`config.mk`:
```
export PLATFORM = sky130hd
export DESIGN_NAME = second_order_complex_pole_lag_top
export DESIGN_NICKNAME = d
export VERILOG_FILES = /design/src/sopl_pkg.sv /design/src/second_order_complex_pole_lag_top.sv /design/src/sopl_regs.sv /design/src/sopl_mac.sv /design/src/sopl_seq.sv
export SDC_FILE = /design/constraint.sdc
export NUM_CORES = 2
export LEC_CHECK = 0
export BUFFER_PORTS_ARGS = -buffer_cell sky130_fd_sc_hd__clkbuf_2
export CAP_MARGIN = 20
export CORE_MARGIN = 2
export CORE_UTILIZATION = 45
export DETAILED_ROUTE_END_ITERATION = 10
export PLACE_DENSITY_LB_ADDON = 0.08
export SLEW_MARGIN = 20
export SYNTH_ARGS = -nofsm -noshare
export SYNTH_HDL_FRONTEND = slang
export SYNTH_SLANG_ARGS = --single-unit
```
`constraint.sdc`:
```
create_clock -name clk -period 11.6 [get_ports clk]
set_clock_uncertainty 0.1 [all_clocks]
set_input_delay 0.58 -clock clk [delete_from_list [all_inputs] [get_ports clk]]
set_output_delay 0.58 -clock clk [all_outputs]
set_load 0.01 [all_outputs]
```
`src/sopl_pkg.sv`:
```
// Shared types, constants and saturation helper for the complex-pole lag filter.
package sopl_pkg;

    // Fixed widths of the sample path and of the shared multiplier.
    localparam int DATA_W    = 32;
    localparam int STATE_W   = 32;
    localparam int COEF_FRAC = 30;
    localparam int GAIN_FRAC = 16;
    localparam int OPND_W    = STATE_W + 1;
    localparam int PROD_W    = 2 * OPND_W;
    localparam int ACC_W     = PROD_W + 1;

    // Register file layout: one 32-bit register per word.
    localparam int ADDR_W    = 5;
    localparam int REG_IDX_W = 3;

    localparam logic [REG_IDX_W-1:0] REG_C1_REAL    = 3'd0;
    localparam logic [REG_IDX_W-1:0] REG_C1_IMAG    = 3'd1;
    localparam logic [REG_IDX_W-1:0] REG_C2_REAL    = 3'd2;
    localparam logic [REG_IDX_W-1:0] REG_C2_IMAG    = 3'd3;
    localparam logic [REG_IDX_W-1:0] REG_GAIN       = 3'd4;
    localparam logic [REG_IDX_W-1:0] REG_INIT_LEVEL = 3'd5;

    localparam logic signed [DATA_W-1:0] GAIN_RESET = 32'sh0001_0000;

    // Sequencer states: one per step of the shared multiply-accumulate.
    typedef enum logic [3:0] {
        ST_IDLE,
        ST_M0,
        ST_M1,
        ST_M2,
        ST_M3,
        ST_M4,
        ST_M5,
        ST_M6,
        ST_M7,
        ST_M8,
        ST_GAIN,
        ST_OUT
    } seq_state_t;

    // Operand pair fed to the shared multiplier.
    typedef enum logic [2:0] {
        MUL_NONE,
        MUL_C1R_DR,
        MUL_C1I_DI,
        MUL_C1R_DI,
        MUL_C1I_DR,
        MUL_C2R_ER,
        MUL_C2I_EI,
        MUL_GAIN_LVL
    } mul_sel_t;

    // Accumulator operation on the registered product.
    typedef enum logic [1:0] {
        ACC_HOLD,
        ACC_LOAD,
        ACC_ADD,
        ACC_SUB
    } acc_op_t;

    // Control word from the sequencer to the datapath.
    typedef struct packed {
        logic     start_step;
        logic     start_restart;
        mul_sel_t mul_sel;
        acc_op_t  acc_op;
        logic     wr_inner_real;
        logic     wr_inner_imag;
        logic     wr_level;
        logic     out_load;
    } dp_ctrl_t;

    // Current register contents as seen by the datapath.
    typedef struct packed {
        logic signed [DATA_W-1:0] c1_real;
        logic signed [DATA_W-1:0] c1_imag;
        logic signed [DATA_W-1:0] c2_real;
        logic signed [DATA_W-1:0] c2_imag;
        logic signed [DATA_W-1:0] gain;
        logic signed [DATA_W-1:0] init_level;
    } coef_set_t;

    typedef struct packed {
        logic                      clip;
        logic signed [STATE_W-1:0] value;
    } sat_t;

    // Clamp a wide signed value to the state width and flag clipping.
    function automatic sat_t sat_word(input logic signed [ACC_W-1:0] v);
        sat_t r;
        logic fits;
        fits = (&v[ACC_W-1:STATE_W-1]) || !(|v[ACC_W-1:STATE_W-1]);
        if (fits)
        begin
            r.clip  = 1'b0;
            r.value = v[STATE_W-1:0];
        end
        else
        begin
            r.clip  = 1'b1;
            r.value = v[ACC_W-1] ? {1'b1, {(STATE_W-1){1'b0}}}
                                 : {1'b0, {(STATE_W-1){1'b1}}};
        end
        return r;
    endfunction

endpackage

```
`src/second_order_complex_pole_lag_top.sv`:
```
// Top level of the second-order complex-pole lag filter.
// Each request carries op and a Q16.16 sample. An advance request updates the
// complex inner value and the real level through one shared 33x33 multiplier
// with an accumulator, then multiplies the level by the gain, busy through
// the eleven sequencer steps M0 to M8, GAIN and OUT; the next request is
// taken only in the idle state. A restart request loads the restart level
// and goes straight to the gain step. The result waits in an output
// register, so the next request is accepted while it is still stalled; a
// new result is only written once the previous one has been taken, and the
// sequencer holds in its output step until then. Registers are to be written
// over the APB port between requests; the block itself does not enforce it.
module second_order_complex_pole_lag_top
    import sopl_pkg::*;
(
    input  logic                     clk,
    input  logic                     rst_n,
    input  logic                     psel,
    input  logic                     penable,
    input  logic                     pwrite,
    input  logic [ADDR_W-1:0]        paddr,
    input  logic [DATA_W-1:0]        pwdata,
    output logic [DATA_W-1:0]        prdata,
    output logic                     pready,
    input  logic                     in_valid,
    output logic                     in_stall,
    input  logic                     op,
    input  logic signed [DATA_W-1:0] sample_in,
    output logic                     out_valid,
    input  logic                     out_stall,
    output logic signed [DATA_W-1:0] sample_out,
    output logic                     saturated
);

    coef_set_t  coef;
    dp_ctrl_t   ctrl;
    seq_state_t seq_state;

    // Configuration registers.
    sopl_regs u_regs (
        .clk     (clk),
        .rst_n   (rst_n),
        .psel    (psel),
        .penable (penable),
        .pwrite  (pwrite),
        .paddr   (paddr),
        .pwdata  (pwdata),
        .prdata  (prdata),
        .pready  (pready),
        .coef    (coef)
    );

    // Step sequencer.
    sopl_seq u_seq (
        .clk       (clk),
        .rst_n     (rst_n),
        .in_valid  (in_valid),
        .op        (op),
        .out_stall (out_stall),
        .in_stall  (in_stall),
        .out_valid (out_valid),
        .ctrl      (ctrl),
        .state     (seq_state)
    );

    // Shared arithmetic and filter state.
    sopl_mac u_mac (
        .clk        (clk),
        .rst_n      (rst_n),
        .ctrl       (ctrl),
        .coef       (coef),
        .sample_in  (sample_in),
        .sample_out (sample_out),
        .saturated  (saturated)
    );

`ifndef NO_ASSERTIONS
    // A restart request goes straight to the gain multiply.
    a_restart_path: assert property (@(posedge clk) disable iff (!rst_n)
        (in_valid && !in_stall && op) |=> (seq_state == ST_GAIN))
        else $error("restart request did not go to the gain step");

    // An advance request starts the first coefficient multiply.
    a_step_path: assert property (@(posedge clk) disable iff (!rst_n)
        (in_valid && !in_stall && !op) |=> (seq_state == ST_M0))
        else $error("advance request did not start the multiply sequence");

    // A finished result is held back while the previous one is stalled.
    a_out_hold: assert property (@(posedge clk) disable iff (!rst_n)
        (seq_state == ST_OUT && out_valid && out_stall) |=> (seq_state == ST_OUT))
        else $error("result left the output step while the output was stalled");

    // The gain step always leads to the output step.
    a_gain_out: assert property (@(posedge clk) disable iff (!rst_n)
        (seq_state == ST_GAIN) |=> (seq_state == ST_OUT))
        else $error("gain step not followed by output step");
`endif

endmodule

```
`src/sopl_regs.sv`:
```
// APB register file holding the filter coefficients, gain and restart level.
module sopl_regs
    import sopl_pkg::*;
(
    input  logic              clk,
    input  logic              rst_n,
    input  logic              psel,
    input  logic              penable,
    input  logic              pwrite,
    input  logic [ADDR_W-1:0] paddr,
    input  logic [DATA_W-1:0] pwdata,
    output logic [DATA_W-1:0] prdata,
    output logic              pready,
    output coef_set_t         coef
);

    coef_set_t            coef_reg;
    coef_set_t            coef_next;
    logic [REG_IDX_W-1:0] reg_idx;
    logic                 wr_en;

    assign reg_idx = paddr[ADDR_W-1:2];
    assign wr_en   = psel && penable && pwrite;
    assign pready  = 1'b1;
    assign coef    = coef_reg;

    // Write decode; addresses past the last register are ignored.
    always_comb
    begin
        coef_next = coef_reg;
        if (wr_en)
        begin
            unique case (reg_idx)
                REG_C1_REAL:    coef_next.c1_real    = pwdata;
                REG_C1_IMAG:    coef_next.c1_imag    = pwdata;
                REG_C2_REAL:    coef_next.c2_real    = pwdata;
                REG_C2_IMAG:    coef_next.c2_imag    = pwdata;
                REG_GAIN:       coef_next.gain       = pwdata;
                REG_INIT_LEVEL: coef_next.init_level = pwdata;
                default:        coef_next = coef_reg;
            endcase
        end
    end

    always_ff @(posedge clk or negedge rst_n)
    begin
        if (!rst_n)
        begin
            coef_reg.c1_real    <= '0;
            coef_reg.c1_imag    <= '0;
            coef_reg.c2_real    <= '0;
            coef_reg.c2_imag    <= '0;
            coef_reg.gain       <= GAIN_RESET;
            coef_reg.init_level <= '0;
        end
        else
        begin
            coef_reg <= coef_next;
        end
    end

    // Read mux.
    always_comb
    begin
        unique case (reg_idx)
            REG_C1_REAL:    prdata = coef_reg.c1_real;
            REG_C1_IMAG:    prdata = coef_reg.c1_imag;
            REG_C2_REAL:    prdata = coef_reg.c2_real;
            REG_C2_IMAG:    prdata = coef_reg.c2_imag;
            REG_GAIN:       prdata = coef_reg.gain;
            REG_INIT_LEVEL: prdata = coef_reg.init_level;
            default:        prdata = '0;
        endcase
    end

endmodule

```
`src/sopl_mac.sv`:
```
// Datapath: filter state, the shared multiplier, accumulator and saturation.
module sopl_mac
    import sopl_pkg::*;
(
    input  logic                     clk,
    input  logic                     rst_n,
    input  dp_ctrl_t                 ctrl,
    input  coef_set_t                coef,
    input  logic signed [DATA_W-1:0] sample_in,
    output logic signed [DATA_W-1:0] sample_out,
    output logic                     saturated
);

    logic signed [STATE_W-1:0] inner_real_reg;
    logic signed [STATE_W-1:0] inner_real_next;
    logic signed [STATE_W-1:0] inner_imag_reg;
    logic signed [STATE_W-1:0] inner_imag_next;
    logic signed [STATE_W-1:0] level_reg;
    logic signed [STATE_W-1:0] level_next;
    logic signed [OPND_W-1:0]  dr_reg;
    logic signed [OPND_W-1:0]  dr_next;
    logic signed [OPND_W-1:0]  di_reg;
    logic signed [OPND_W-1:0]  di_next;
    logic signed [PROD_W-1:0]  prod_reg;
    logic signed [PROD_W-1:0]  prod_next;
    logic signed [ACC_W-1:0]   acc_reg;
    logic signed [ACC_W-1:0]   acc_next;
    logic                      clip_reg;
    logic                      clip_next;
    logic signed [DATA_W-1:0]  sample_out_reg;
    logic                      saturated_reg;

    logic signed [OPND_W-1:0]  er;
    logic signed [OPND_W-1:0]  op_a;
    logic signed [OPND_W-1:0]  op_b;
    logic signed [ACC_W-1:0]   prod_ext;
    logic signed [STATE_W-1:0] upd_state;
    logic signed [ACC_W-1:0]   upd_sum;
    logic signed [ACC_W-1:0]   out_shifted;
    sat_t                      upd_sat;
    sat_t                      out_sat;

    assign sample_out = sample_out_reg;
    assign saturated  = saturated_reg;

    // Level error uses the freshly updated real inner value.
    assign er = {inner_real_reg[STATE_W-1], inner_real_reg}
              - {level_reg[STATE_W-1], level_reg};

    // Operand selection for the shared multiplier.
    always_comb
    begin
        unique case (ctrl.mul_sel)
            MUL_C1R_DR:
            begin
                op_a = {coef.c1_real[DATA_W-1], coef.c1_real};
                op_b = dr_reg;
            end
            MUL_C1I_DI:
            begin
                op_a = {coef.c1_imag[DATA_W-1], coef.c1_imag};
                op_b = di_reg;
            end
            MUL_C1R_DI:
            begin
                op_a = {coef.c1_real[DATA_W-1], coef.c1_real};
                op_b = di_reg;
            end
            MUL_C1I_DR:
            begin
                op_a = {coef.c1_imag[DATA_W-1], coef.c1_imag};
                op_b = dr_reg;
            end
            MUL_C2R_ER:
            begin
                op_a = {coef.c2_real[DATA_W-1], coef.c2_real};
                op_b = er;
            end
            MUL_C2I_EI:
            begin
                op_a = {coef.c2_imag[DATA_W-1], coef.c2_imag};
                op_b = {inner_imag_reg[STATE_W-1], inner_imag_reg};
            end
            MUL_GAIN_LVL:
            begin
                op_a = {coef.gain[DATA_W-1], coef.gain};
                op_b = {level_reg[STATE_W-1], level_reg};
            end
            default:
            begin
                op_a = '0;
                op_b = '0;
            end
        endcase
    end

    assign prod_next = op_a * op_b;
    assign prod_ext  = {prod_reg[PROD_W-1], prod_reg};

    // Accumulator works on the product registered in the previous cycle.
    always_comb
    begin
        unique case (ctrl.acc_op)
            ACC_LOAD: acc_next = prod_ext;
            ACC_ADD:  acc_next = acc_reg + prod_ext;
            ACC_SUB:  acc_next = acc_reg - prod_ext;
            default:  acc_next = acc_reg;
        endcase
    end

    // One shared add and clamp serves all three state updates.
    always_comb
    begin
        priority if (ctrl.wr_inner_real)
            upd_state = inner_real_reg;
        else if (ctrl.wr_inner_imag)
            upd_state = inner_imag_reg;
        else
            upd_state = level_reg;
    end

    assign upd_sum     = (acc_reg >>> COEF_FRAC)
                       + $signed({{(ACC_W-STATE_W){upd_state[STATE_W-1]}}, upd_state});
    assign upd_sat     = sat_word(upd_sum);
    assign out_shifted = prod_ext >>> GAIN_FRAC;
    assign out_sat     = sat_word(out_shifted);

    // State and step differences.
    always_comb
    begin
        inner_real_next = inner_real_reg;
        inner_imag_next = inner_imag_reg;
        level_next      = level_reg;
        dr_next         = dr_reg;
        di_next         = di_reg;
        clip_next       = clip_reg;
        if (ctrl.start_restart)
        begin
            inner_real_next = '0;
            inner_imag_next = '0;
            level_next      = coef.init_level;
            clip_next       = 1'b0;
        end
        if (ctrl.start_step)
        begin
            dr_next   = {sample_in[DATA_W-1], sample_in}
                      - {inner_real_reg[STATE_W-1], inner_real_reg};
            di_next   = '0 - {inner_imag_reg[STATE_W-1], inner_imag_reg};
            clip_next = 1'b0;
        end
        if (ctrl.wr_inner_real)
        begin
            inner_real_next = upd_sat.value;
            clip_next       = clip_reg | upd_sat.clip;
        end
        if (ctrl.wr_inner_imag)
        begin
            inner_imag_next = upd_sat.value;
            clip_next       = clip_reg | upd_sat.clip;
        end
        if (ctrl.wr_level)
        begin
            level_next = upd_sat.value;
            clip_next  = clip_reg | upd_sat.clip;
        end
    end

    // Filter state, cleared by reset.
    always_ff @(posedge clk or negedge rst_n)
    begin
        if (!rst_n)
        begin
            inner_real_reg <= '0;
            inner_imag_reg <= '0;
            level_reg      <= '0;
        end
        else
        begin
            inner_real_reg <= inner_real_next;
            inner_imag_reg <= inner_imag_next;
            level_reg      <= level_next;
        end
    end

    // Working registers and the output payload.
    always_ff @(posedge clk)
    begin
        dr_reg   <= dr_next;
        di_reg   <= di_next;
        prod_reg <= prod_next;
        acc_reg  <= acc_next;
        clip_reg <= clip_next;
        if (ctrl.out_load)
        begin
            sample_out_reg <= out_sat.value;
            saturated_reg  <= clip_reg | out_sat.clip;
        end
    end

endmodule

```
`src/sopl_seq.sv`:
```
// Sequencer that steps the shared multiply-accumulate through one sample.
module sopl_seq
    import sopl_pkg::*;
(
    input  logic       clk,
    input  logic       rst_n,
    input  logic       in_valid,
    input  logic       op,
    input  logic       out_stall,
    output logic       in_stall,
    output logic       out_valid,
    output dp_ctrl_t   ctrl,
    output seq_state_t state
);

    seq_state_t state_reg;
    seq_state_t state_next;
    logic       out_valid_reg;
    logic       out_valid_next;
    logic       out_busy;

    assign out_busy  = out_valid_reg && out_stall;
    assign in_stall  = (state_reg != ST_IDLE);
    assign out_valid = out_valid_reg;
    assign state     = state_reg;

    // Next state.
    always_comb
    begin
        unique case (state_reg)
            ST_IDLE:
            begin
                if (in_valid)
                    state_next = op ? ST_GAIN : ST_M0;
                else
                    state_next = ST_IDLE;
            end
            ST_M0:   state_next = ST_M1;
            ST_M1:   state_next = ST_M2;
            ST_M2:   state_next = ST_M3;
            ST_M3:   state_next = ST_M4;
            ST_M4:   state_next = ST_M5;
            ST_M5:   state_next = ST_M6;
            ST_M6:   state_next = ST_M7;
            ST_M7:   state_next = ST_M8;
            ST_M8:   state_next = ST_GAIN;
            ST_GAIN: state_next = ST_OUT;
            ST_OUT:  state_next = out_busy ? ST_OUT : ST_IDLE;
            default: state_next = ST_IDLE;
        endcase
    end

    // Datapath control for each step.
    always_comb
    begin
        ctrl = '{start_step: 1'b0, start_restart: 1'b0, mul_sel: MUL_NONE,
                 acc_op: ACC_HOLD, wr_inner_real: 1'b0, wr_inner_imag: 1'b0,
                 wr_level: 1'b0, out_load: 1'b0};
        unique case (state_reg)
            ST_IDLE:
            begin
                ctrl.start_step    = in_valid && !op;
                ctrl.start_restart = in_valid && op;
            end
            ST_M0:
            begin
                ctrl.mul_sel = MUL_C1R_DR;
            end
            ST_M1:
            begin
                ctrl.mul_sel = MUL_C1I_DI;
                ctrl.acc_op  = ACC_LOAD;
            end
            ST_M2:
            begin
                ctrl.mul_sel = MUL_C1R_DI;
                ctrl.acc_op  = ACC_SUB;
            end
            ST_M3:
            begin
                ctrl.mul_sel       = MUL_C1I_DR;
                ctrl.acc_op        = ACC_LOAD;
                ctrl.wr_inner_real = 1'b1;
            end
            ST_M4:
            begin
                ctrl.acc_op = ACC_ADD;
            end
            ST_M5:
            begin
                ctrl.mul_sel       = MUL_C2R_ER;
                ctrl.wr_inner_imag = 1'b1;
            end
            ST_M6:
            begin
                ctrl.mul_sel = MUL_C2I_EI;
                ctrl.acc_op  = ACC_LOAD;
            end
            ST_M7:
            begin
                ctrl.acc_op = ACC_SUB;
            end
            ST_M8:
            begin
                ctrl.wr_level = 1'b1;
            end
            ST_GAIN:
            begin
                ctrl.mul_sel = MUL_GAIN_LVL;
            end
            ST_OUT:
            begin
                // Keep the gain product alive while the output is still occupied.
                ctrl.mul_sel  = MUL_GAIN_LVL;
                ctrl.out_load = !out_busy;
            end
            default:
            begin
                ctrl.out_load = 1'b0;
            end
        endcase
    end

    // Result valid: set on load, cleared when the result is taken.
    always_comb
    begin
        priority if (ctrl.out_load)
            out_valid_next = 1'b1;
        else if (out_valid_reg && !out_stall)
            out_valid_next = 1'b0;
        else
            out_valid_next = out_valid_reg;
    end

    always_ff @(posedge clk or negedge rst_n)
    begin
        if (!rst_n)
        begin
            state_reg     <= ST_IDLE;
            out_valid_reg <= 1'b0;
        end
        else
        begin
            state_reg     <= state_next;
            out_valid_reg <= out_valid_next;
        end
    end

endmodule
```
Word-level counts from Yosys, hierarchy flattened
Index checks and enable logic that the tools add are counted.
- register bits after elaboration: 526
- word-level logic and storage cells: 125
- output and inout port bits: 68
- input port bits: 77
- multipliers: 1
- mux-type cells: 33
- add/subtract/negate cells: 6
- bitwise logic cells: 2
- equal/unequal tests: 26
- reductions and logical operators: 39
- operators with widths (operator ; count):
    $pmux W33 S5 ; 2
    $mux W32 ; 9
    $pmux W67 S3 ; 1
    $pmux W32 S6 ; 1
    $add A67 B66 Y67 ; 1
    $sub A67 B66 Y67 ; 1
    $mul A33 B33 Y66 ; 1
    $mux W33 ; 2
    $sub A32 B32 Y33 ; 2
    $pmux W4 S12 ; 1
    $add A37 B32 Y38 ; 1
    $reduce_and A36 Y1 ; 1
    $reduce_or A36 Y1 ; 1
    $sub A1 B32 Y33 const A ; 1
    $pmux W3 S7 ; 1
    $reduce_and A19 Y1 ; 1
    $reduce_or A19 Y1 ; 1
    $eq A3 B3 Y1 const B ; 6
    $eq A4 B3 Y1 const B ; 4
    $eq A4 B4 Y1 const B ; 4
    $eq A3 B2 Y1 const B ; 4
    $mux W4 ; 3
    $reduce_and A2 Y1 ; 6
    $reduce_or A2 Y1 ; 6
    other kinds (19) ; 46

Depth between registers and ports, before layout
- word-level depth: 13
- mapped depth: 42
- gate-level depth less buffers: 40

Cells and area by module
Synthesis repeated with hierarchy kept, for this count alone.
- cell total of the unflattened synthesis: 7703
- area, all modules: 72422.0 um^2
- modules (own cells, without submodules) (module ; area an instance (um^2) ; times used ; seq. area each (um^2) ; cells an instance):
    sopl_mac ; 62991.7 ; 1 ; 8738.4 ; 7019
    sopl_regs ; 8988.6 ; 1 ; 4805.9 ; 634
    sopl_seq ; 441.7 ; 1 ; 125.1 ; 50

Worst setup path before layout
OpenSTA, ideal clock, no wires.
- path kind: reg-to-reg
- start point: register u_seq.state_reg[2] (netlist: u_seq.state[2])
- end point: register u_mac.prod_reg[65]
- data arrival time: 9.625 ns
- path slack: 1.754 ns
- stages on the path, launching flop included: 34
- library setup time: 0.121 ns
- path buffers: 5
- cell sequence: dfrtp_1 -> clkbuf_1 -> xnor2_1 -> nor3_1 -> clkbuf_1 -> buf_1 -> nand2_1 -> nand3_1 -> clkbuf_1 -> nand2_1 -> fa_1 -> inv_1 -> fa_1 -> fa_1 -> fa_1 -> fa_1 -> fa_1 -> inv_1 -> fa_1 -> fa_1 -> inv_1 -> ha_1 -> clkbuf_1 -> a21o_1 -> a21o_1 -> a21o_1 -> a21oi_1 -> o21bai_1 -> a21o_1 -> a211o_1 -> a21o_1 -> a221oi_1 -> o21bai_1 -> xnor2_1
- word-level cells in the longest chain between the ends: 7
- ends and longest elaborated chain (what ; line ; source):
    start, declared ; sopl_seq.sv:16 ; seq_state_t state_reg;
    start signal, assigned ; sopl_seq.sv:144 ; state_reg <= state_next;
    $eq A4 B4 Y1 ; sopl_seq.sv:59 ; unique case (state_reg)
    $reduce_or A2 Y1 (no source line) ; - ;
    $pmux W3 S7 * ; sopl_seq.sv:59 ;
    $eq A3 B2 Y1, or another cell as far along ; sopl_mac.sv:53 ; unique case (ctrl.mul_sel)
    $reduce_or A2 Y1 (no source line) ; - ;
    $pmux W33 S5 ; sopl_mac.sv:53 ;
    $mul A33 B33 Y66 * ; sopl_mac.sv:97 ; assign prod_next = op_a * op_b;
    named net u_mac.prod_next[65] ; sopl_mac.sv:25 ; logic signed [PROD_W-1:0] prod_next;
    end signal, assigned ; sopl_mac.sv:190 ; prod_reg <= prod_next;
    end, declared ; sopl_mac.sv:24 ; logic signed [PROD_W-1:0] prod_reg;
Mark *: on every way through the listed nets, which the timed path passes. The rest lies on a longest branch.
A chain may end at the register's enable or synchronous reset.

Worst setup path in the final report
- start point: register u_mac.level_reg[1]
- end point: register u_mac.prod_reg[65]
- word-level cells in the longest chain between the ends: 3
- ends and longest elaborated chain (what ; line ; source):
    start, declared ; sopl_mac.sv:18 ; logic signed [STATE_W-1:0] level_reg;
    start signal, assigned ; sopl_mac.sv:181 ; level_reg <= level_next;
    $sub A32 B32 Y33 ; sopl_mac.sv:48 ; - {level_reg[STATE_W-1], level_reg};
    $pmux W33 S5 * ; sopl_mac.sv:53 ;
    $mul A33 B33 Y66 * ; sopl_mac.sv:97 ;
    named net u_mac.prod_next[65] ; sopl_mac.sv:25 ;
Marks and branches as above.

==> impl_summary.log <==
[metrics] result of the run: completed
[metrics] measured slew at the worst slew-check pin: 1.20 ns
[metrics] initial antenna violation count: 25
[metrics] synth-to-layout area growth: 8.99%
[metrics] first-pass GRT wire length: around 370 mm
[metrics] final-layout setup total negative slack: 0 ns
[metrics] ratio of routed vias to standard cells: a little under 6
[metrics] Via Count: approximately 56000
[metrics] number of nets in the synthesized netlist: roughly 9100
[metrics] average wire per standard cell: approximately 25 um
[metrics] sequential share of the synthesized area: between 10% and 20%
[metrics] stages on the worst setup path: 38
[metrics] CTS tree: yes
[metrics] total I/O pin count: roughly 150
[metrics] overall overflow remaining after global route: 0
[metrics] Detailed Routing Iterations Pass 1: 6
[metrics] total clock sinks: ~530
[metrics] clock transition at the register clock pins on the worst setup and hold paths after CTS: approximately 0.07 ns
[metrics] Min Clock Period, post-route: 11.09 ns
[metrics] async set or reset register ratio after synthesis: a little under three fifths
[metrics] FF+latch count, synth: around 530
[metrics] R2R Setup Slk: between 0.5 and 0.6 ns
[metrics] worst min-delay path class: in2reg
[metrics] number of remaining DRC errors: 0
[metrics] critical path required time: between 10 and 15 ns
[metrics] number of nets with antenna violations after detailed routing: 0
[metrics] number of enable-type register cells in the synthesized netlist: ~170
[metrics] Critical Path End Type: flip-flop
[metrics] number of hold violations in the final report: 0
[metrics] final setup violation count: 0
[metrics] library cell appearing most often on the critical path: fa_1
[metrics] total clock buffers created by CTS: 58
[metrics] final cycle utilization of the critical path: a little over nine tenths
[metrics] clock insertion delay at the later pin of the skew report: about 0.70 ns
[metrics] die boundary width: around 400 um
[metrics] Crit Reg-Reg Startpoint: u_mac.level_reg[1]
[metrics] Critical R2R Capture: u_mac.prod_reg[65]
[metrics] cell at the slowest stage of the critical path: fa_1
[metrics] worst rel slew slack: around a fifth
[metrics] crit path buf inv count: 6
[metrics] delay of the slowest critical-path stage: between 0.5 and 0.6 ns
[metrics] GR Util All Layers: ~31%
[metrics] R2R cell count: 38
[metrics] die footprint: around 160000 um2
[metrics] kind of start point of the critical path: flip-flop
[metrics] Post-Synthesis Cell Area: 70000 um2
[metrics] data arrival time of the worst path: 11.57 ns
[metrics] buffer cell driving the clock tree root: clkbuf_16
[metrics] sum of net half-perimeters after detailed placement: about 190 mm
[metrics] critical path capture point: u_mac.prod_reg[65]
[metrics] Core ar.: roughly 150000 um2
[metrics] setup repair after global routing missed its margin: no
[metrics] syn_area_per_cell: 9.30 um2
[metrics] total of max-cap violations: 0
[metrics] First DRT Iteration DRCs: 4922
[metrics] row cnt: ~140
[metrics] Final Routed Wirelength: 246 mm
[metrics] Final Slew Violations: 0
[metrics] Largest delay share family, worst path: adder cells
[metrics] maximum frequency from static timing analysis: approximately 90 MHz
[metrics] Worst Setup SP: u_mac.level_reg[1]
[metrics] floorplan die height: between 300 and 400 um
[metrics] number of global-route vias before repair: 57400
[metrics] net count of the finished layout: roughly 9000
[metrics] number of flip-flops in the largest register: around 190
[metrics] critical setup path kind: reg2reg
[metrics] gate count of the mapped netlist: 7526
[metrics] Max Root-Sink Buffers: 3
[metrics] most frequently used flop master after synthesis: dfrtp_1
[metrics] maximum number of pins on one net before global-route repair: approximately 180
[metrics] ratio of cells with drive above 1 in the final layout: 10.5%
[metrics] Max Fanout on Critical Path: 10
[metrics] RD Place Congestion: roughly 0.97
[metrics] Synth cell types: 90
[metrics] depth of the CTS H-tree: 2
[metrics] Yosys Warn Count: 0
[metrics] initial standard-cell utilization of the core: a little under half
[metrics] IO buf count: around 140
metrics by stage:
stage	hold slack [ns]	cell area, um2	setup WS, ns	instances	utilization, %
after floorplan	0.184	70000	1.75	7526	-
after global placement	0.414	74200	0.0271	9561	48.1
after detailed placement	0.420	74200	0.00293	9561	48.1
after CTS	0.0714	76100	0.0256	9671	49.4
after global routing	0.0860	76300	0.00421	9677	49.5
final	0.102	76300	0.513	9680	49.5
layout make-up:
type | instances | area, um2
Clock buffer | 81 | 1670
Clock inverter | 28 | 304
Fill cell | 14800 | 78000
Multi-Input combinational cell | 5412 | 50700
Sequential cell | 526 | 13700
Inverter | 1182 | 4440
Tap cell | 2044 | 2560
Antenna cell | 4 | 10.0
Timing Repair Buffer | 403 | 2970
what timing repair did:
item,CTS,global route
endpoints found under the hold margin,72,0
hold buffers,1,0
setup buffers,0,3
gates resized for setup,0,19
endpoints found under the setup margin,0,22
worst register-to-register path: cells and delay by family (launching register included):
family                   cells  cell delay (ns)
AO/OA/AOI/OAI               15             3.73
XOR/XNOR                     2             0.37
adder cells (fa/ha/maj)     10             4.55
buffers and inverters        6             0.73
flip-flops                   1             0.41
AND/OR/NAND/NOR              5             1.16
layer usage:
layer	vias to the layer above	wire length [um]	track usage, %
li1	24600	-	-
met1	28900	103000	43.0
met2	2150	112000	49.3
met3	420	19300	5.52
met4	28	11500	11.9
met5	-	187	0
cell families after synthesis:
kind of cell / after synthesis / share of synthesized area [%]
other: 1 / 0.00536
AO/OA/AOI/OAI: 1267 / 12.3
buffers and inverters: 1588 / 8.61
XOR/XNOR: 305 / 3.82
AND/OR/NAND/NOR: 2125 / 13.4
multiplexers: 202 / 3.24
adder cells (fa/ha/maj): 1512 / 39.1
flip-flops: 526 / 19.5
worst min-delay path by stage:
stage / start / to / slack, ns / depth (start not counted)
2_1_floorplan: rst_n / u_mac.inner_imag_reg[0] / 0.18 / 0
3_3_place_gp: u_regs.coef[70] / u_regs.coef[70] / 0.41 / 1
3_5_place_dp: u_regs.coef[80] / u_regs.coef[80] / 0.42 / 1
4_1_cts: pwdata[26] / u_regs.coef[58] / 0.07 / 2
5_1_grt: pwdata[1] / u_regs.coef[33] / 0.09 / 2
6_report: pwdata[26] / u_regs.coef[58] / 0.10 / 2
cell usage in the layout (no fill, tap or decap), drive strengths merged, types with 66 or more instances in the layout:
master	count
xor2	107
a31oi	87
a21oi	268
dfxtp	66
a21o	139
a22oi	151
edfxtp	167
mux2	195
o21ai	237
dfrtp	292
and2	93
fa	1126
buf	262
nor3	74
clkbuf	221
nor2	325
nand2	1205
nand3	111
ha	386
inv	1188
xnor2	198
cells in the mapped netlist, types with 30 or more instances:
master,n,area share (%)
a21o_1,139,1.5
a21oi_1,268,1.9
a221o_1,64,0.92
a22oi_1,151,1.6
a31oi_1,87,0.78
and2_1,93,0.83
and3_1,34,0.30
and4_1,31,0.39
clkbuf_1,370,2.0
dfrtp_1,292,10
dfxtp_1,66,1.9
edfxtp_1,167,7.2
fa_1,1126,32
ha_1,386,6.9
inv_1,1182,6.3
mux2_2,195,3.1
nand2_1,1205,6.5
nand2b_1,43,0.38
nand3_1,111,0.79
nand4_1,54,0.48
nor2_1,325,1.7
nor2b_1,52,0.46
nor3_1,74,0.53
o211ai_1,30,0.32
o21ai_0,233,1.7
o21bai_1,30,0.32
o22ai_1,35,0.31
xnor2_1,198,2.5
xor2_1,107,1.3
Power is left out: the tool's default activity adds up to more than one toggle a clock period on the data nets, which glitch-free logic cannot reach.
